[src/hw/rtl/fte_pkg.sv]
// Shared types and constants for the IPv4 five-tuple extractor.
package fte_pkg;

    // Width of the saturating byte counter.
    localparam int LENGTH_BITS = 16;

    localparam logic [LENGTH_BITS-1:0] COUNT_MAX = '1;

    localparam int ETH_HDR_LEN    = 14;
    localparam int IPV4_MIN_WORDS = 5;
    localparam int WORD_BYTES     = 4;
    localparam int TCP_HDR_LEN    = 20;
    localparam int UDP_HDR_LEN    = 8;
    localparam int PORT_BYTES     = 4;

    localparam logic [15:0] ETHERTYPE_IPV4 = 16'h0800;
    localparam logic [7:0]  PROTO_TCP      = 8'd6;
    localparam logic [7:0]  PROTO_UDP      = 8'd17;

    // Byte positions within the frame.
    localparam int POS_ETYPE_HI = 12;
    localparam int POS_ETYPE_LO = 13;
    localparam int POS_IHL      = ETH_HDR_LEN;
    localparam int POS_PROTO    = ETH_HDR_LEN + 9;
    localparam int POS_SRC_LO   = ETH_HDR_LEN + 12;
    localparam int POS_DST_LO   = ETH_HDR_LEN + 16;
    localparam int POS_DST_END  = ETH_HDR_LEN + 20;

    // Shortest frame that can carry a valid tuple (UDP, no options).
    localparam int MIN_VALID_LEN = ETH_HDR_LEN + IPV4_MIN_WORDS * WORD_BYTES + UDP_HDR_LEN;

    typedef enum logic [1:0] {
        VERDICT_SHORT     = 2'd0,
        VERDICT_NOT_IPV4  = 2'd1,
        VERDICT_MALFORMED = 2'd2,
        VERDICT_VALID     = 2'd3
    } t_verdict;

    typedef struct packed {
        logic [7:0] frame_byte;
        logic       end_of_frame;
    } t_in_beat;

    typedef struct packed {
        t_verdict    verdict;
        logic [31:0] source_address;
        logic [31:0] destination_address;
        logic [7:0]  protocol_number;
        logic [15:0] source_port;
        logic [15:0] destination_port;
        logic [15:0] frame_length;
    } t_out_beat;

endpackage

[src/hw/rtl/fte_capture.sv]
// Frame state, header field capture by byte position, and verdict logic.
module fte_capture
    import fte_pkg::*;
(
    input  logic      i_clk,
    input  logic      i_rst_n,
    input  logic      i_step,
    input  t_in_beat  i_beat,
    output t_out_beat o_result
);

    logic [LENGTH_BITS-1:0] r_count, n_count;
    logic [15:0]            r_ether, n_ether;
    logic [3:0]             r_hw, n_hw;
    logic [7:0]             r_proto, n_proto;
    logic [31:0]            r_src, n_src;
    logic [31:0]            r_dst, n_dst;
    logic [31:0]            r_ports, n_ports;

    logic [6:0]             cur_tstart;
    logic [6:0]             fin_tstart;
    logic [LENGTH_BITS-1:0] len;
    logic [31:0]            len_ext;
    logic                   ok;
    t_verdict               verdict;

    // Transport header start for the header length currently held.
    assign cur_tstart = 7'(ETH_HDR_LEN) + {1'b0, r_hw, 2'b00};

    always_comb begin
        n_count = (r_count == COUNT_MAX) ? r_count : r_count + 1'b1;
        n_ether = r_ether;
        n_hw    = r_hw;
        n_proto = r_proto;
        n_src   = r_src;
        n_dst   = r_dst;
        n_ports = r_ports;
        if (r_count == LENGTH_BITS'(POS_ETYPE_HI) || r_count == LENGTH_BITS'(POS_ETYPE_LO)) begin
            n_ether = {r_ether[7:0], i_beat.frame_byte};
        end
        if (r_count == LENGTH_BITS'(POS_IHL)) begin
            n_hw = i_beat.frame_byte[3:0];
        end
        if (r_count == LENGTH_BITS'(POS_PROTO)) begin
            n_proto = i_beat.frame_byte;
        end
        if (r_count >= LENGTH_BITS'(POS_SRC_LO) && r_count < LENGTH_BITS'(POS_DST_LO)) begin
            n_src = {r_src[23:0], i_beat.frame_byte};
        end
        if (r_count >= LENGTH_BITS'(POS_DST_LO) && r_count < LENGTH_BITS'(POS_DST_END)) begin
            n_dst = {r_dst[23:0], i_beat.frame_byte};
        end
        // Ports are the first four bytes after the IPv4 header, options included.
        if (r_hw >= 4'(IPV4_MIN_WORDS) && r_count >= LENGTH_BITS'(cur_tstart)
                && r_count < LENGTH_BITS'(cur_tstart + 7'(PORT_BYTES))) begin
            n_ports = {r_ports[23:0], i_beat.frame_byte};
        end
    end

    // The verdict sees the state with the current byte already taken in.
    assign len        = n_count;
    assign len_ext    = 32'(len);
    assign fin_tstart = 7'(ETH_HDR_LEN) + {1'b0, n_hw, 2'b00};

    always_comb begin
        if (len < LENGTH_BITS'(ETH_HDR_LEN)) begin
            verdict = VERDICT_SHORT;
        end else if (n_ether != ETHERTYPE_IPV4) begin
            verdict = VERDICT_NOT_IPV4;
        end else if (len < LENGTH_BITS'(ETH_HDR_LEN + IPV4_MIN_WORDS * WORD_BYTES)
                || n_hw < 4'(IPV4_MIN_WORDS) || len < LENGTH_BITS'(fin_tstart)) begin
            verdict = VERDICT_MALFORMED;
        end else if (n_proto == PROTO_TCP) begin
            verdict = (len >= LENGTH_BITS'(fin_tstart + 7'(TCP_HDR_LEN)))
                    ? VERDICT_VALID : VERDICT_MALFORMED;
        end else if (n_proto == PROTO_UDP) begin
            verdict = (len >= LENGTH_BITS'(fin_tstart + 7'(UDP_HDR_LEN)))
                    ? VERDICT_VALID : VERDICT_MALFORMED;
        end else begin
            verdict = VERDICT_MALFORMED;
        end
    end

    assign ok = (verdict == VERDICT_VALID);

    always_comb begin
        o_result.verdict             = verdict;
        o_result.source_address      = ok ? n_src : 32'd0;
        o_result.destination_address = ok ? n_dst : 32'd0;
        o_result.protocol_number     = ok ? n_proto : 8'd0;
        o_result.source_port         = ok ? n_ports[31:16] : 16'd0;
        o_result.destination_port    = ok ? n_ports[15:0] : 16'd0;
        o_result.frame_length        = (len_ext > 32'h0000_FFFF) ? 16'hFFFF : len_ext[15:0];
    end

    always_ff @(posedge i_clk) begin
        if (!i_rst_n || (i_step && i_beat.end_of_frame)) begin
            r_count <= '0;
            r_ether <= '0;
            r_hw    <= '0;
            r_proto <= '0;
            r_src   <= '0;
            r_dst   <= '0;
            r_ports <= '0;
        end else if (i_step) begin
            r_count <= n_count;
            r_ether <= n_ether;
            r_hw    <= n_hw;
            r_proto <= n_proto;
            r_src   <= n_src;
            r_dst   <= n_dst;
            r_ports <= n_ports;
        end
    end

endmodule

[src/hw/rtl/ipv4_five_tuple_extractor.sv]
// Top level: input register, frame capture, and the result register.
// A result is registered when its end-of-frame beat leaves the input register.
// Throughput: one byte beat per cycle; the input register drains into the frame state
// every cycle, and only stalls on an end-of-frame beat while the result register is full
// and is not being read in the same cycle.
// Reset: synchronous, active low; clears both valid flags and all frame state.
module ipv4_five_tuple_extractor
    import fte_pkg::*;
(
    input  logic      i_clk,
    input  logic      i_rst_n,
    input  logic      i_in_valid,
    output logic      o_in_ready,
    input  t_in_beat  i_in_data,
    output logic      o_out_valid,
    input  logic      i_out_ready,
    output t_out_beat o_out_data
);

    logic      r_in_valid, n_in_valid;
    t_in_beat  r_in_beat;
    logic      r_out_valid, n_out_valid;
    t_out_beat r_out_beat;
    t_out_beat result;
    logic      advance;
    logic      load;

    // A plain byte always moves on; a closing byte needs room in the result register.
    assign advance = r_in_valid && (!r_in_beat.end_of_frame || !r_out_valid || i_out_ready);
    assign load    = advance && r_in_beat.end_of_frame;

    assign o_in_ready  = !r_in_valid || advance;
    assign o_out_valid = r_out_valid;
    assign o_out_data  = r_out_beat;

    fte_capture u_capture (
        .i_clk    (i_clk),
        .i_rst_n  (i_rst_n),
        .i_step   (advance),
        .i_beat   (r_in_beat),
        .o_result (result)
    );

    always_comb begin
        n_in_valid  = o_in_ready ? i_in_valid : r_in_valid;
        n_out_valid = load ? 1'b1 : (r_out_valid && !i_out_ready);
    end

    always_ff @(posedge i_clk) begin
        if (!i_rst_n) begin
            r_in_valid  <= 1'b0;
            r_out_valid <= 1'b0;
        end else begin
            r_in_valid  <= n_in_valid;
            r_out_valid <= n_out_valid;
        end
    end

    always_ff @(posedge i_clk) begin
        if (o_in_ready && i_in_valid) begin
            r_in_beat <= i_in_data;
        end
        if (load) begin
            r_out_beat <= result;
        end
    end

    // A byte that does not close a frame never produces a result.
    a_no_result_mid_frame: assert property (@(posedge i_clk) disable iff (!i_rst_n)
        (advance && !r_in_beat.end_of_frame && (!r_out_valid || i_out_ready))
        |=> !r_out_valid)
        else $error("result appeared without an end-of-frame beat");

    // A held result must not be overwritten by the next frame.
    a_no_overwrite: assert property (@(posedge i_clk) disable iff (!i_rst_n)
        (r_out_valid && !i_out_ready) |=> $stable(r_out_beat))
        else $error("pending result overwritten");

    // A valid tuple needs at least Ethernet, a bare IPv4 header and a UDP header.
    a_valid_min_len: assert property (@(posedge i_clk) disable iff (!i_rst_n)
        (r_out_valid && r_out_beat.verdict == VERDICT_VALID)
        |-> (r_out_beat.frame_length >= 16'(MIN_VALID_LEN)))
        else $error("valid verdict on a frame too short to carry a tuple");

    // Tuple fields are zero whenever the verdict is not valid.
    a_tuple_zero: assert property (@(posedge i_clk) disable iff (!i_rst_n)
        (r_out_valid && r_out_beat.verdict != VERDICT_VALID)
        |-> (r_out_beat.source_address == 32'd0 && r_out_beat.destination_address == 32'd0
             && r_out_beat.protocol_number == 8'd0 && r_out_beat.source_port == 16'd0
             && r_out_beat.destination_port == 16'd0))
        else $error("tuple fields not cleared on a rejected frame");

endmodule
[config.mk]
export PLATFORM = sky130hd
export DESIGN_NAME = ipv4_five_tuple_extractor
export DESIGN_NICKNAME = d
export VERILOG_FILES = /design/src/hw/rtl/fte_pkg.sv /design/src/hw/rtl/fte_capture.sv /design/src/hw/rtl/ipv4_five_tuple_extractor.sv
export SDC_FILE = /design/constraint.sdc
export NUM_CORES = 1
export LEC_CHECK = 0
export BUFFER_PORTS_ARGS = -buffer_cell sky130_fd_sc_hd__buf_2
export CAP_MARGIN = 20
export CELL_PAD_IN_SITES_DETAIL_PLACEMENT = 1
export CELL_PAD_IN_SITES_GLOBAL_PLACEMENT = 1
export CORE_MARGIN = 2
export CORE_UTILIZATION = 30
export CTS_CLUSTER_DIAMETER = 60
export DETAILED_ROUTE_END_ITERATION = 6
export GPL_TIMING_DRIVEN = 0
export PLACE_DENSITY = 0.61
export SLEW_MARGIN = 20
export SYNTH_ARGS = -nofsm -noshare
export SYNTH_HDL_FRONTEND = slang
export SYNTH_SLANG_ARGS = --single-unit
[constraint.sdc]
create_clock -name i_clk -period 7.5 [get_ports i_clk]
set_input_delay 0.75 -clock i_clk [delete_from_list [all_inputs] [get_ports i_clk]]
set_output_delay 0.75 -clock i_clk [all_outputs]
set_load 0.03 [all_outputs]
==> impl_metrics.py <==
metrics = {
    "detailed_routing": {
        "viasPerCell": 4.85,
        "first_iter_violations": 348,
        "wl_per_cell_um": 18.5,
        "detail-route-antenna-nets": 0,
        "num_vias": 9357,
        "dr.pass1.iters": 4,
        "drc": 0,
        "drt-total-wl_mm": 35.7,
    },
    "synth": {
        "synthTopCellsByArea": "edfxtp_1 32%, dfxtp_1 23%, mux2i_1 13%",
        "synth_edf_count": 131,
        "yosysSeqAreaShare": 0.545,
        "ys_ff_latch": 273,
        "async_reset_ff_frac": 0,
        "synth_ff_type": "dfxtp_1",
        "syn_avg_cell_area_um2": 10.4,
        "syn-cell-area_um2": 12400,
        "synth_top_cell_by_area": "edfxtp_1",
        "yosysTopAreaCellShare": 0.317,
        "synth_warnings": 0,
        "ys_types": 59,
        "syn_inst": 1192,
    },
    "final_layout": {
        "multi_input_area_um2": 5220,
        "fillers": 4569,
        "nets": 1420,
        "drive_gt1_frac": 0.163,
        "seq_area_um2": 6780,
        "area_growth_pct": 20.8,
        "antennaDiodeCount": 0,
    },
    "cts": {
        "root_buffer": "clkbuf_16",
        "cts_max_level": 2,
        "clkTransAtPathRegs_ns": 0.05,
        "clkLatencyLatePin_ns": 0.53,
        "cts_buffer_depth": 3,
        "cts_tree": "yes",
        "cts_hold_buf": 0,
        "numCtsBuffers": 35,
        "clkSinkCount": 273,
        "cts_setup_buffers": 0,
        "cts_resized": 0,
    },
    "pwr": {
        "p_total_w": 0.00339,
        "ir_worst_vdd_uv": 107,
        "leakage_nw": 5.70,
        "clkPwrFrac": 0.497,
        "seq_power_share": 0.465,
        "net-switching-power_w": 0.000751,
        "switching_share": 0.222,
        "cellPowerDensity_nw_per_um2": 226,
        "p_int_w": 0.00264,
        "combPwrFrac": 0.039,
    },
    "timing": {
        "slew_headroom": 0.388,
        "worst_pin_slew_ns": 0.918,
        "finClkSkew_ns": 0.0214,
        "min_period_over_period": 0.773,
        "hold_viol": 0,
        "min_period_ns": 5.80,
        "slew_violations": 0,
        "hold_slack_ns": 0.397,
        "setup-violations-final": 0,
        "fmax_mhz": 173,
        "rsz0062_at_grt": "no",
        "finalSetupTns_ns": 0,
    },
    "setup_path": {
        "end_kind": "register",
        "cp.required_ns": 7.74,
        "startpoint_type": "register",
        "crit_arrival_ns": 6.04,
        "critPathMaxFanout": 10,
        "criticalPathCategory": "register to register",
    },
    "die": {
        "rows": 74,
        "die_y_um": 208,
        "die_width_um": 208,
        "core_um2": 40800,
        "start_util": 0.304,
        "ios": 137,
        "dieArea_um2": 43100,
    },
    "place": {
        "port_buffers": 136,
        "dpl.hpwl_mm": 25.8,
        "place_congestion": 0.853,
    },
    "job": {
        "cap_violations": 0,
    },
    "global_routing": {
        "grt_max_degree": 57,
        "grt_use_total": 0.165,
        "grt_pass1_wl_mm": 56.2,
        "grt_pass1_vias": 9972,
        "antenna_found_initial": 0,
        "overflow": 0,
    },
    "status": {
        "outcome": "completed",
    },
    "hold_path": {
        "hold_class": "primary input to register",
    },
}
[per-layer routing]
layer | routed length (um) | up-vias | global-route usage
met5 | 0 | - | 0
met4 | 830 | 0 | 0.0537
met3 | 1440 | 49 | 0.0309
met2 | 16800 | 149 | 0.277
met1 | 16700 | 4551 | 0.215
li1 | - | 4608 | -
[synthesized netlist by cell type (all sizes together), types with 2 or more instances]
cell / number
o41ai: 2
nor4: 8
o21ai: 15
o211a: 2
nor2b: 5
or4: 2
a41oi: 2
dfxtp: 142
o2111ai: 3
edfxtp: 131
o21a: 3
mux2: 5
a21oi: 83
a2111oi: 2
and4: 4
nor2: 93
and2: 4
xor2: 8
and3: 8
or2: 3
nand4: 11
a21o: 5
a211oi: 6
inv: 21
mux2i: 162
ha: 36
nand4b: 3
a31oi: 5
nor3: 114
nand2: 162
clkbuf: 67
nand2b: 4
conb: 2
xnor2: 14
nor4bb: 2
nand3: 16
buf: 24
[metrics by stage]
stage | area [um2] | setup slack (ns) | instances | util
3_5_place_dp | 13900 | 1.67 | 1866 | 0.340
2_1_floorplan | 12400 | 2.50 | 1195 | -
5_1_grt | 15000 | 1.24 | 1928 | 0.368
4_1_cts | 15000 | 1.64 | 1928 | 0.368
3_3_place_gp | 13800 | 0.192 | 1863 | 0.338
6_report | 15000 | 1.70 | 1928 | 0.368
[worst max-delay path, stage by stage, from the launching register on]
cell and delay [ns]:
dfxtp_1 0.29, clkbuf_1 0.22, nor4_1 0.53, and4_1 0.37
and3_1 0.19, buf_2 0.18, mux2i_1 0.58, ha_1 0.32
xnor2_1 0.24, inv_1 0.09, ha_1 0.24, xor2_1 0.17
ha_1 0.34, a41oi_1 0.21, o21ai_0 0.11, a221oi_1 0.37
o32ai_1 0.17, o221ai_2 0.27, buf_4 0.29, buf_4 0.23
nor3_1 0.08
[sequential cells by signal (all words and copies together) (netlist names)]
name / cells
o_out_data: 122
u_capture.r_dst: 32
u_capture.r_ports: 32
u_capture.r_src: 32
u_capture.r_count: 16
u_capture.r_ether: 16
r_in_beat: 9
u_capture.r_proto: 8
u_capture.r_hw: 4
o_out_valid: 1
r_in_valid: 1
[path summary, 6_finish.rpt]
kind                                       startpoint                  end  slack, ns  cells past startpoint
worst max-delay path            u_capture.r_count[10]       o_out_data[16]       1.70                     20
worst min-delay path                     i_in_data[6]         r_in_beat[6]       0.40                      1
worst max register to register  u_capture.r_count[10]       o_out_data[16]       1.70                     20
worst min register to register    u_capture.r_dst[26]  u_capture.r_dst[26]       0.46                      2
[power groups by stage]
stage	Sequential, W	Clock, W	Combinational, W
after floorplan	0.00162	0	0.0000712
after global placement	0.00161	0	0.000126
after detailed placement	0.00161	0	0.000133
after CTS	0.00157	0.00174	0.000134
after global routing	0.00158	0.00179	0.000146
final	0.00157	0.00168	0.000131
[layout by cell type (no fill, tap or decap), types with 5 or more instances in the layout]
cell type,Yosys,final
buf_4,10,10
inv_1,21,21
a21o_1,5,5
nor3_1,112,112
xnor2_1,14,14
nor2b_1,5,5
nand4_1,11,11
ha_1,36,36
a21oi_1,83,83
nand2_1,162,162
xor2_1,8,8
clkbuf_16,0,35
clkbuf_1,67,79
conb_1,2,5
o21ai_0,13,13
a211oi_1,5,5
edfxtp_1,131,131
nand3_1,14,14
dfxtp_1,142,142
buf_2,12,149
mux2i_1,162,162
and3_1,8,7
nor2_1,93,93
nor4_1,7,7
[area by class of cell]
| cell class | count | share of cell area |
|---|---|---|
| plain buffers | 91 | 0.0263 |
| clock buffers | 50 | 0.0641 |
| clock inverters | 12 | 0.0119 |
| inverters | 21 | 0.00525 |
| multi-input cells | 810 | 0.347 |
| flip-flops and latches | 273 | 0.451 |
| well taps | 532 | 0.0443 |
| repair buffers | 139 | 0.0493 |
[logic make-up (layout without fill, tap and decap cells)]
kind of cell / count (synthesis) / after routing / share of synthesized area
AO/OA/AOI/OAI: 138 / 138 / 0.0664
multiplexers: 167 / 167 / 0.135
flip-flops: 273 / 273 / 0.545
buffers and inverters: 112 / 313 / 0.0381
XOR/XNOR: 22 / 22 / 0.0155
other: 2 / 5 / 0.000604
AND/OR/NAND/NOR: 442 / 442 / 0.163
adder cells (fa/ha/maj): 36 / 36 / 0.0362
No activity file was read; power rests on OpenSTA's default activity.
